[config.mk]
export PLATFORM = sky130hd
export DESIGN_NAME = hbs_wgt
export DESIGN_NICKNAME = d
export VERILOG_FILES = /design/src/hbs_pkg.sv /design/src/hbs_wgt.sv
export SDC_FILE = /design/constraint.sdc
export NUM_CORES = 2
export LEC_CHECK = 0
export ABC_CLOCK_PERIOD_IN_PS = 16200
export BUFFER_PORTS_ARGS = -buffer_cell sky130_fd_sc_hd__buf_2
export CAP_MARGIN = 20
export CORE_MARGIN = 5
export CORE_UTILIZATION = 45
export CTS_CLUSTER_DIAMETER = 50
export DETAILED_ROUTE_END_ITERATION = 12
export GPL_TIMING_DRIVEN = 0
export SETUP_SLACK_MARGIN = 0.2
export SLEW_MARGIN = 20
export SYNTH_ARGS = -nofsm -noshare
export SYNTH_HDL_FRONTEND = slang
export SYNTH_SLANG_ARGS = --single-unit
export TNS_END_PERCENT = 30
[constraint.sdc]
create_clock -name i_clk -period 16.2 [get_ports i_clk]
set_clock_uncertainty 0.15 [all_clocks]
set_input_delay 2.43 -clock i_clk [delete_from_list [all_inputs] [get_ports i_clk]]
set_output_delay 2.43 -clock i_clk [all_outputs]
set_load 0.1 [all_outputs]
[src/hbs_pkg.sv]
// ----------------------------------------------------------------------------
// hbs_pkg
// shared types and constants of the heightmap brush sculpt pipeline
// ----------------------------------------------------------------------------
package hbs_pkg;

    localparam int CFG_WIDTH  = 26;
    localparam int ADDR_WIDTH = 3;

    localparam logic [ADDR_WIDTH-1:0] REG_MODE     = 3'd0;
    localparam logic [ADDR_WIDTH-1:0] REG_CENTER_X = 3'd1;
    localparam logic [ADDR_WIDTH-1:0] REG_CENTER_Y = 3'd2;
    localparam logic [ADDR_WIDTH-1:0] REG_INV_RX   = 3'd3;
    localparam logic [ADDR_WIDTH-1:0] REG_INV_RY   = 3'd4;
    localparam logic [ADDR_WIDTH-1:0] REG_FALLOFF  = 3'd5;
    localparam logic [ADDR_WIDTH-1:0] REG_DELTA    = 3'd6;
    localparam logic [ADDR_WIDTH-1:0] REG_LEVEL    = 3'd7;

    localparam logic [1:0] MODE_RAISE   = 2'd0;
    localparam logic [1:0] MODE_LOWER   = 2'd1;
    localparam logic [1:0] MODE_FLATTEN = 2'd2;

    localparam int DIST_MAX   = 262143;
    localparam int SQ_STAGES  = 16;
    localparam int DIV_STAGES = 16;

    typedef struct packed {
        logic [1:0]         mode;
        logic [20:0]        cx;
        logic [20:0]        cy;
        logic [23:0]        irx;
        logic [23:0]        iry;
        logic [16:0]        falloff;
        logic signed [25:0] delta;
        logic [15:0]        level;
    } t_cfg;

endpackage

[src/hbs_wgt.sv]
// ----------------------------------------------------------------------------
// hbs_wgt
// brush weight: core test, pipelined restoring divide across the falloff
// band and the smoothstep polynomial
// ----------------------------------------------------------------------------
module hbs_wgt import hbs_pkg::*; (
    input  logic        i_clk,
    input  logic        i_rst_n,
    input  logic        i_en,
    input  t_cfg        i_cfg,
    input  logic        i_valid,
    input  logic [15:0] i_old,
    input  logic        i_big,
    input  logic [15:0] i_dist,
    output logic        o_valid,
    output logic [15:0] o_old,
    output logic [16:0] o_w
);

    typedef struct packed {
        logic [15:0] old;
        logic        zero;
        logic        full;
    } t_wflag;

    logic [16:0] fo, inner, d17, num;
    logic [17:0] fo18;
    logic [49:0] rnd;
    logic [17:0] s;

    logic        r_dval [0:DIV_STAGES];
    logic [17:0] r_rem  [0:DIV_STAGES];
    logic [15:0] r_q    [0:DIV_STAGES];
    t_wflag      r_fl   [0:DIV_STAGES];

    logic        r_v1, r_v2, r_v3;
    t_wflag      r_f1, r_f2;
    logic [31:0] r_tt;
    logic [17:0] r_m;
    logic [49:0] r_prod;
    logic [15:0] r_old;
    logic [16:0] r_w;

    assign fo    = (i_cfg.falloff > 17'd65536) ? 17'd65536 : i_cfg.falloff;
    assign fo18  = {1'b0, fo};
    assign inner = 17'd65536 - fo;
    assign d17   = {1'b0, i_dist};
    assign num   = d17 - inner;
    assign rnd   = r_prod + 50'h0_8000_0000;
    assign s     = rnd[49:32];

    always_ff @(posedge i_clk) begin
        if (!i_rst_n) begin
            r_dval[0] <= 1'b0;
            r_v1 <= 1'b0;
            r_v2 <= 1'b0;
            r_v3 <= 1'b0;
        end else if (i_en) begin
            r_dval[0] <= i_valid;
            r_v1 <= r_dval[DIV_STAGES];
            r_v2 <= r_v1;
            r_v3 <= r_v2;
        end
    end

    always_ff @(posedge i_clk) begin
        if (i_en) begin
            r_rem[0]     <= {2'b00, num[15:0]};
            r_q[0]       <= '0;
            r_fl[0].old  <= i_old;
            r_fl[0].zero <= i_big;
            r_fl[0].full <= (d17 <= inner);
            r_tt   <= 32'(r_q[DIV_STAGES]) * 32'(r_q[DIV_STAGES]);
            r_m    <= 18'd196608 - {1'b0, r_q[DIV_STAGES], 1'b0};
            r_f1   <= r_fl[DIV_STAGES];
            r_prod <= 50'(r_tt) * 50'(r_m);
            r_f2   <= r_f1;
            r_old  <= r_f2.old;
            if (r_f2.zero) begin
                r_w <= '0;
            end else if (r_f2.full) begin
                r_w <= 17'd65536;
            end else if (s >= 18'd65536) begin
                r_w <= '0;
            end else begin
                r_w <= 17'(18'd65536 - s);
            end
        end
    end

    for (genvar k = 0; k < DIV_STAGES; k++) begin : g_div
        logic [17:0] rem2;
        assign rem2 = {r_rem[k][16:0], 1'b0};

        always_ff @(posedge i_clk) begin
            if (!i_rst_n) begin
                r_dval[k+1] <= 1'b0;
            end else if (i_en) begin
                r_dval[k+1] <= r_dval[k];
            end
        end

        always_ff @(posedge i_clk) begin
            if (i_en) begin
                if (rem2 >= fo18) begin
                    r_rem[k+1] <= rem2 - fo18;
                    r_q[k+1]   <= {r_q[k][14:0], 1'b1};
                end else begin
                    r_rem[k+1] <= rem2;
                    r_q[k+1]   <= {r_q[k][14:0], 1'b0};
                end
                r_fl[k+1] <= r_fl[k];
            end
        end
    end

    assign o_valid = r_v3;
    assign o_old   = r_old;
    assign o_w     = r_w;

endmodule

==> run_results.csv <==
group,metric,value,unit
outcome,outcome,"complete, no violations",
synth,synth_edf_count,863,
cells_and_area,nFillCells,13190,
routing,detail-route-antenna-nets,0,
clocking,cts_buffers,107,
synth,yosys-top-cells-area,"edfxtp_1 (39%), fa_1 (18%), ha_1 (10%)",
clocking,cts_buffer_depth,3,
clocking,root_buffer,"clkbuf_16",
critical_path,worstSetupStartpointType,"register",
floorplan,start_util,45.33,%
synth,synthArstFlopShare,0,%
cells_and_area,layout.nets,7487,
clocking,post_cts_buffers,0,
routing,drc_errors,0,
synth,synth_seq_cells,868,
synth,ys.flop_type,"edfxtp_1",
synth,yosysTopAreaCell,"edfxtp_1",
cells_and_area,drive_gt1_share,9.362,%
floorplan,die_area,0.1569,mm2
critical_path,cp_data_arrival_time,8.22,ns
grt,grt.overflow.total,0,
clocking,htree_levels,3,
floorplan,chipHeight,396.2,um
routing,dr.pass1.iters,5,
sta,final.period_utilization,48.77,%
grt,grt_usage,20.33,%
grt,grt_pass1_wl,251300,um
min_path,hp-class,"reg -> reg",
place,gp_congestion,0.9100,
sta,maxSlewViolCount,0,
place,dpl.hpwl,121100,um
floorplan,pin_count,222,
synth,synth_top_area_share,38.62,%
routing,vias_per_cell,5.314,
floorplan,fp-row-count,141,
clocking,clkLatencyLatePin,0.74,ns
floorplan,coreArea,0.1480,mm2
sta,slew_headroom,31.60,%
synth,postSynthCellCount,5924,
place,portBuffers,86,
clocking,hold_buffers,0,
sta,fmax,126.6,MHz
synth,yosysWarnings,0,
cells_and_area,mostFrequentLayoutCells,"edfxtp_1 (863), inv_1 (825), fa_1 (612)",
grt,antenna_found_initial,4,
flow_run,max_cap_viol_count,0,
sta,setup_viol,0,
sta,min_period,7.901,ns
critical_path,cp_max_fo,10,
clocking,cts_resized,0,
synth,avgSynthCellArea,11.33,um2
sta,hold_violations,0,
critical_path,path_class,"reg -> reg",
routing,num_vias,43370,
floorplan,fp.dieW,396.2,um
clocking,clkSinkCount,868,
routing,wl,157900,um
sta,rsz0062_at_grt,"no",
routing,wl_per_cell,19.35,um
clocking,clk_pin_slew,0.06,ns
clocking,cts_tree,"built",
grt,grt_pass1_vias,45380,
synth,ys_types,104,
sta,worst_pin_slew,1.026,ns
grt,grt_max_degree,107,
synth,yosysSeqAreaShare,38.77,%
synth,synth_nets,7271,
cells_and_area,mostFrequentLayoutCell,"edfxtp_1",
critical_path,crit_required,16.52,ns
routing,drt_iter0_drc,2634,
synth,syn_area,0.06710,mm2
critical_path,end_kind,"register",
cells_and_area,synthToLayoutAreaGrowth,10.65,%
sta,final.setup.tns,0,ns
## cell families after synthesis
kind of cell | after synthesis | synth area share [%]
AOI/OAI and AO/OA | 823 | 8.162
xor gates and xnor gates | 305 | 3.981
adders and majority gates | 1159 | 28.46
buffers and inverters | 1003 | 5.743
DFF | 868 | 38.77
muxes | 198 | 3.341
and+or+nand+nor | 1568 | 11.55
## sequential cells by signal (all words and copies together), names as in the netlist
| name | cells |
|---|---|
| r_v2 | 1 |
| r_prod | 19 |
| r_v1 | 1 |
| o_old | 16 |
| r_tt | 31 |
| r_rem | 271 |
| o_w | 17 |
| r_dval | 17 |
| o_valid | 1 |
| r_m | 16 |
| r_f1 | 18 |
| r_fl | 306 |
| r_q | 136 |
| r_f2 | 18 |
## final timing paths
check | startpoint | end | slack (ns) | cells after the start
min | r_fl[0][5]$_DFFE_PP_ | r_fl[1][5]$_DFFE_PP_ | 0.21 | 0
max | r_m[3]$_DFFE_PP_ | r_prod[48]$_DFFE_PP_ | 8.30 | 24
min reg2reg | r_fl[0][5]$_DFFE_PP_ | r_fl[1][5]$_DFFE_PP_ | 0.21 | 0
max reg2reg | r_m[3]$_DFFE_PP_ | r_prod[48]$_DFFE_PP_ | 8.30 | 24
## layout make-up
cell class                 count  area (um2)  share of cell area, %
timing repair buffer         107       958.4                  1.291
tap                         1930        2415                  3.252
clock buffer                 123        2738                  3.687
sequential                   868       26020                  35.04
multi-input combinational   4053       37270                  50.20
buffer                       169       747.0                  1.006
clock inverter                73       965.9                  1.301
inverter                     834        3131                  4.216
antenna                        3       7.507                0.01011
## layer usage
layer | vias to the layer above | share of wire (%) | global-route usage, %
met5 | - | 0 | 0
met4 | 0 | 4.2 | 8.029
met3 | 284 | 4.8 | 2.846
met2 | 1120 | 47 | 34.15
met1 | 21360 | 43 | 26.75
li1 | 20600 | - | -
## Yosys cell counts (29+ instances only)
library cell / instances
edfxtp_1: 863
inv_1: 826
fa_1: 612
ha_1: 547
nand2_1: 508
and2_1: 330
nor2_1: 278
a21oi_1: 263
xnor2_1: 208
mux2_2: 153
clkbuf_1: 138
o21ai_0: 133
a21o_1: 102
xor2_1: 97
nor3_1: 85
nand3_1: 79
nor2b_1: 62
and3_1: 50
nand4_1: 49
nand2b_1: 36
o21a_1: 33
o21bai_1: 30
o211ai_1: 29
## critical path, stage by stage, from the launching register on
cell	delay [ns]
edfxtp_1	0.42
clkbuf_1	0.48
clkbuf_1	0.58
nand2_1	0.17
fa_1	0.56
inv_1	0.05
fa_1	0.55
inv_1	0.06
fa_1	0.50
inv_1	0.06
fa_1	0.49
fa_1	0.50
inv_1	0.05
fa_1	0.47
inv_1	0.05
ha_1	0.37
nand3_1	0.14
nor4_2	0.07
a221oi_1	0.39
o21ai_0	0.15
a211o_2	0.47
a211oi_4	0.42
o41ai_2	0.17
a31oi_1	0.21
xnor2_1	0.10
## stage by stage
step | hold WS, ns | cells | cell area, um2 | setup slack [ns] | util [%]
CTS | 0.1989 | 8157 | 74240 | 8.295 | 50.16
global route | 0.2191 | 8157 | 74240 | 8.034 | 50.16
global placement | 0.2503 | 7940 | 69950 | 1.778 | 47.26
finish | 0.2066 | 8160 | 74250 | 8.299 | 50.16
detailed placement | 0.2545 | 7961 | 70530 | 8.088 | 47.65
floorplan | 0.2503 | 5924 | 67100 | 9.206 | -
Power is not shown: default switching activity piles up to over one toggle a cycle in this logic, so the estimate is an artifact.
