[config.mk]
export PLATFORM = sky130hd
export DESIGN_NAME = hbs_apply
export DESIGN_NICKNAME = d
export VERILOG_FILES = /design/src/hbs_pkg.sv /design/src/hbs_apply.sv
export SDC_FILE = /design/constraint.sdc
export NUM_CORES = 2
export LEC_CHECK = 0
export BUFFER_PORTS_ARGS = -buffer_cell sky130_fd_sc_hd__buf_2
export CAP_MARGIN = 5
export CORE_ASPECT_RATIO = 0.8
export CORE_UTILIZATION = 44
export DETAILED_ROUTE_END_ITERATION = 10
export GPL_ROUTABILITY_DRIVEN = 0
export PLACE_DENSITY = 0.64
export RECOVER_POWER = 100
export SYNTH_ARGS = -nofsm -noshare
export SYNTH_HDL_FRONTEND = slang
export SYNTH_SLANG_ARGS = --single-unit
[constraint.sdc]
create_clock -name i_clk -period 8.3 [get_ports i_clk]
set_input_delay 0.83 -clock i_clk [delete_from_list [all_inputs] [get_ports i_clk]]
set_output_delay 0.83 -clock i_clk [all_outputs]
set_load 0.05 [all_outputs]
[src/hbs_pkg.sv]
// ----------------------------------------------------------------------------
// hbs_pkg
// shared types and constants of the heightmap brush sculpt pipeline
// ----------------------------------------------------------------------------
package hbs_pkg;

    localparam int CFG_WIDTH  = 26;
    localparam int ADDR_WIDTH = 3;

    localparam logic [ADDR_WIDTH-1:0] REG_MODE     = 3'd0;
    localparam logic [ADDR_WIDTH-1:0] REG_CENTER_X = 3'd1;
    localparam logic [ADDR_WIDTH-1:0] REG_CENTER_Y = 3'd2;
    localparam logic [ADDR_WIDTH-1:0] REG_INV_RX   = 3'd3;
    localparam logic [ADDR_WIDTH-1:0] REG_INV_RY   = 3'd4;
    localparam logic [ADDR_WIDTH-1:0] REG_FALLOFF  = 3'd5;
    localparam logic [ADDR_WIDTH-1:0] REG_DELTA    = 3'd6;
    localparam logic [ADDR_WIDTH-1:0] REG_LEVEL    = 3'd7;

    localparam logic [1:0] MODE_RAISE   = 2'd0;
    localparam logic [1:0] MODE_LOWER   = 2'd1;
    localparam logic [1:0] MODE_FLATTEN = 2'd2;

    localparam int DIST_MAX   = 262143;
    localparam int SQ_STAGES  = 16;
    localparam int DIV_STAGES = 16;

    typedef struct packed {
        logic [1:0]         mode;
        logic [20:0]        cx;
        logic [20:0]        cy;
        logic [23:0]        irx;
        logic [23:0]        iry;
        logic [16:0]        falloff;
        logic signed [25:0] delta;
        logic [15:0]        level;
    } t_cfg;

endpackage

[src/hbs_apply.sv]
// ----------------------------------------------------------------------------
// hbs_apply
// applies the weighted move to the height, rounds and clamps, and holds
// results in an output register with a skid stage
// ----------------------------------------------------------------------------
module hbs_apply import hbs_pkg::*; (
    input  logic        i_clk,
    input  logic        i_rst_n,
    input  t_cfg        i_cfg,
    input  logic        i_valid,
    input  logic [15:0] i_old,
    input  logic [16:0] i_w,
    output logic        o_en,
    output logic        o_valid,
    input  logic        i_ready,
    output logic [15:0] o_height,
    output logic        o_touched
);

    logic               en;
    logic signed [16:0] fdiff;
    logic signed [45:0] h_up, h_dn;
    logic signed [36:0] h_fl;
    logic [15:0]        n_height;
    logic               out_free;

    logic               r_v1, r_v2;
    logic signed [43:0] r_move;
    logic signed [34:0] r_fm;
    logic [15:0]        r_old1;
    logic [16:0]        r_w1;
    logic [15:0]        r_h2;
    logic               r_t2;
    logic               r_out_valid, r_skid_valid;
    logic [15:0]        r_out_h, r_skid_h;
    logic               r_out_t, r_skid_t;

    function automatic logic [15:0] clamp46(input logic signed [45:0] h);
        logic [15:0] r;
        if (h[45]) begin
            r = '0;
        end else if (h[44:40] != 5'd0) begin
            r = 16'hFFFF;
        end else begin
            r = h[39:24];
        end
        return r;
    endfunction

    function automatic logic [15:0] clamp37(input logic signed [36:0] h);
        logic [15:0] r;
        if (h[36]) begin
            r = '0;
        end else if (h[35:32] != 4'd0) begin
            r = 16'hFFFF;
        end else begin
            r = h[31:16];
        end
        return r;
    endfunction

    assign en       = !r_skid_valid;
    assign o_en     = en;
    assign out_free = !r_out_valid || i_ready;
    assign fdiff    = $signed({1'b0, i_cfg.level}) - $signed({1'b0, i_old});
    assign h_up     = $signed({6'b0, r_old1, 24'b0}) + 46'(r_move) + 46'sh800000;
    assign h_dn     = $signed({6'b0, r_old1, 24'b0}) - 46'(r_move) + 46'sh800000;
    assign h_fl     = $signed({5'b0, r_old1, 16'b0}) + 37'(r_fm) + 37'sh8000;

    always_comb begin
        n_height = r_old1;
        if (r_w1 != 17'd0) begin
            case (i_cfg.mode)
                MODE_RAISE:   n_height = clamp46(h_up);
                MODE_LOWER:   n_height = clamp46(h_dn);
                MODE_FLATTEN: n_height = clamp37(h_fl);
                default:      n_height = r_old1;
            endcase
        end
    end

    always_ff @(posedge i_clk) begin
        if (!i_rst_n) begin
            r_v1 <= 1'b0;
            r_v2 <= 1'b0;
        end else if (en) begin
            r_v1 <= i_valid;
            r_v2 <= r_v1;
        end
    end

    always_ff @(posedge i_clk) begin
        if (en) begin
            r_move <= 44'(i_cfg.delta) * 44'($signed({1'b0, i_w}));
            r_fm   <= 35'(fdiff) * 35'($signed({1'b0, i_w}));
            r_old1 <= i_old;
            r_w1   <= i_w;
            r_h2   <= n_height;
            r_t2   <= (r_w1 != 17'd0);
        end
    end

    always_ff @(posedge i_clk) begin
        if (!i_rst_n) begin
            r_out_valid  <= 1'b0;
            r_skid_valid <= 1'b0;
        end else if (out_free) begin
            if (r_skid_valid) begin
                r_out_valid  <= 1'b1;
                r_skid_valid <= 1'b0;
            end else begin
                r_out_valid <= r_v2;
            end
        end else if (r_v2 && en) begin
            r_skid_valid <= 1'b1;
        end
    end

    always_ff @(posedge i_clk) begin
        if (out_free) begin
            if (r_skid_valid) begin
                r_out_h <= r_skid_h;
                r_out_t <= r_skid_t;
            end else begin
                r_out_h <= r_h2;
                r_out_t <= r_t2;
            end
        end else if (r_v2 && en) begin
            r_skid_h <= r_h2;
            r_skid_t <= r_t2;
        end
    end

    assign o_valid   = r_out_valid;
    assign o_height  = r_out_h;
    assign o_touched = r_out_t;

    a_skid_needs_out: assert property (@(posedge i_clk) disable iff (!i_rst_n)
        r_skid_valid |-> r_out_valid)
        else $error("skid holds an item while the output register is empty");

    a_skid_only_on_stall: assert property (@(posedge i_clk) disable iff (!i_rst_n)
        $rose(r_skid_valid) |-> $past(r_out_valid && !i_ready && r_v2))
        else $error("skid filled without a stalled output");

    a_stall_keeps_out: assert property (@(posedge i_clk) disable iff (!i_rst_n)
        (r_out_valid && !i_ready) |=> r_out_valid)
        else $error("stalled result dropped");

endmodule

==> results.sh <==
export IMPL_outcome="complete, but fails checks"
export IMPL_violations="capacitance limit, slew limit"
export IMPL_ys_seq_area_frac=0.132
export IMPL_placementRows=91
export IMPL_synth_main_ff_cell="edfxtp_1"
export IMPL_cts_htree_levels=4
export IMPL_fin_worst_skew_ns=0.00981
export IMPL_n_fill_cell=7251
export IMPL_die_x_um=314
export IMPL_cp_common_cell="fa_1"
export IMPL_cp_max_fo=4
export IMPL_ys_types=81
export IMPL_die_area_sq_mm=0.0789
export IMPL_max_freq_mhz=125
export IMPL_worst_slack_ns=0.299
export IMPL_hpwl_mm=71.4
export IMPL_vias_per_cell=5.23
export IMPL_layout_drive_gt1_share=0.0805
export IMPL_ant_nets=0
export IMPL_core_sq_mm=0.0771
export IMPL_start_util=0.444
export IMPL_grt_pass1_wl_mm=144
export IMPL_tightestPinTransition_ns=3.34
export IMPL_hp_class="flip-flop to flip-flop"
export IMPL_hold_violations=0
export IMPL_netlist_area_sq_mm=0.0342
export IMPL_die_h_um=252
export IMPL_post_place_ws_ns=-0.764
export IMPL_areaGrowthSynthToFinish_pct=9.07
export IMPL_ctsLongestPathBuffers=2
export IMPL_fin_nets=4956
export IMPL_syn_avg_cell_area_sq_um=9.23
export IMPL_antenna_found_initial=1
export IMPL_maxSlewHeadroom=-1.23
export IMPL_cp_slowest_cell="fa_1"
export IMPL_cts_tree="yes"
export IMPL_insertion_delay_ns=0.46
export IMPL_globalRouteOverflowTotal=0
export IMPL_crit_required_ns=8.61
export IMPL_yosysMostFrequentCell="inv_1"
export IMPL_antennaDiodeCount=0
export IMPL_synth_edf_count=148
export IMPL_cap_violations=9
export IMPL_yosysWarnings=0
export IMPL_synth_area_leaders="fa_1, edfxtp_1, ha_1, inv_1, nand2_1"
export IMPL_drtPass1Iterations=5
export IMPL_cp_arrival_ns=8.31
export IMPL_synth_area_leader_cell="fa_1"
export IMPL_setup_violations=0
export IMPL_synth_cells=3708
export IMPL_clk_pin_slew_worst_paths_ns=0.07
export IMPL_drt_wl_total_mm=87.0
export IMPL_cp_end_kind="flip-flop"
export IMPL_drt_iter0_drc=1818
export IMPL_final_max_slew_violation_count=309
export IMPL_path_class="input pin to flip-flop"
export IMPL_io_pins=207
export IMPL_cts_sinks=152
export IMPL_fin_crit_ns=8.00
export IMPL_drc_errors=0
export IMPL_grt_pass1_vias=26300
export IMPL_grt_use_total=0.232
export IMPL_synth_top_cell_area_share=0.385
export IMPL_dr_total_vias=25400
export IMPL_root_buffer="clkbuf_16"
export IMPL_finalCritPeriodShare=0.964
export IMPL_io_buffers=99
export IMPL_wire_per_inst_um=17.9
export IMPL_grt_max_degree=60
export IMPL_synthArstFlopShare=0
export IMPL_ys_ff_latch=152
export IMPL_syn_nets=4849
export IMPL_startpoint_type="input pin"
export IMPL_cts_buffers=17
export IMPL_cpPeakStageDelay_ns=0.55
export IMPL_synth_commonest_cells="inv_1, fa_1, nand2_1"
==> state kept, by name, indices dropped and copies added (netlist names), 16 cells and up <==
signal    count
r_w1         17
r_old1       16
o_height     16
r_skid_h     16
r_fm         20
r_move       44
r_h2         16
==> critical path, delay by kind of cell <==
kind / cells / cell delay (ns)
adders and majority gates: 9 / 3.56
AOI/OAI and AO/OA: 14 / 2.15
and+or+nand+nor: 4 / 0.81
buffers and inverters: 7 / 0.68
xor gates and xnor gates: 1 / 0.24
==> kinds of logic after synthesis <==
logic type / Yosys count / synth area share
flip-flops: 152 / 0.132
adder cells (fa/ha/maj): 953 / 0.493
XOR/XNOR: 104 / 0.0266
AND/OR/NAND/NOR: 1094 / 0.154
multiplexers: 22 / 0.00709
AO/OA/AOI/OAI: 406 / 0.0798
buffers and inverters: 977 / 0.108
==> layer usage <==
layer  vias up  global-route usage  wire length, um
met2       708               0.370            39900
met3        71              0.0388             5700
li1      11700                   -                -
met4         0              0.0392             1060
met1     12900               0.334            40300
met5         -                   0                0
==> per-stage QoR <==
step                      hold slack [ns]  setup TNS [ns]  cell area (sq um)   util  instances
after floorplan                     0.422               0              34300      -       3708
after global placement              0.437           -6.24              36600  0.475       4814
after detailed placement            0.433           -7.14              36600  0.475       4814
after CTS                           0.454               0              37300  0.484       4846
after global routing                0.467         -0.0630              37300  0.484       4851
final                               0.456               0              37300  0.484       4851
==> cells in the final DEF, fill, tap and decap left out, types with 18 or more instances in the layout <==
cell type  synthesis  routed
inv_1            809     808
fa_1             658     657
nand2_1          479     478
ha_1             295     294
and2_1           242     236
edfxtp_1         148     148
buf_4              1     138
nor2_1           118     118
a21oi_1          102     100
xnor2_1           81      77
o21ai_0           74      68
nand3_1           61      59
buf_2              9      57
clkbuf_1         154      52
a21o_1            42      42
nor2b_1           41      41
nor3_1            33      33
nand2b_1          30      30
a31oi_1           26      24
and3_1            23      23
xor2_1            23      22
o211ai_1          18      18
o21a_1            18      18
mux2_2            18      18
==> worst paths after layout <==
kind / depth (start not counted) / slack [ns] / start / end
setup / recovery: 35 / 0.30 / i_cfg[0] / r_fm[29]
hold / removal: 0 / 0.46 / r_h2[12] / r_skid_h[12]
setup reg to reg: 11 / 1.97 / r_move[28] / r_h2[12]
hold reg to reg: 0 / 0.46 / r_h2[12] / r_skid_h[12]
==> timing repair <==
| item | CTS | global route |
|---|---|---|
| hold buffers | 0 | 0 |
| setup endpoints to repair | 10 | 12 |
| resized for setup | 10 | 32 |
| buffers inserted | 0 | 5 |
| pin swaps | 1 | 9 |
==> cell type report <==
| class | instances | area, sq um | area share |
|---|---|---|---|
| well taps | 1023 | 1280 | 0.0343 |
| multi-input cells | 2579 | 26200 | 0.702 |
| clock inverters | 14 | 185 | 0.00496 |
| inverters | 809 | 3040 | 0.0813 |
| flip-flops and latches | 152 | 4520 | 0.121 |
| clock buffers | 18 | 429 | 0.0115 |
| repair buffers | 256 | 1680 | 0.0449 |
Power is left out: the tool's default activity adds up to more than one toggle a clock period on the data nets, which glitch-free logic cannot reach.
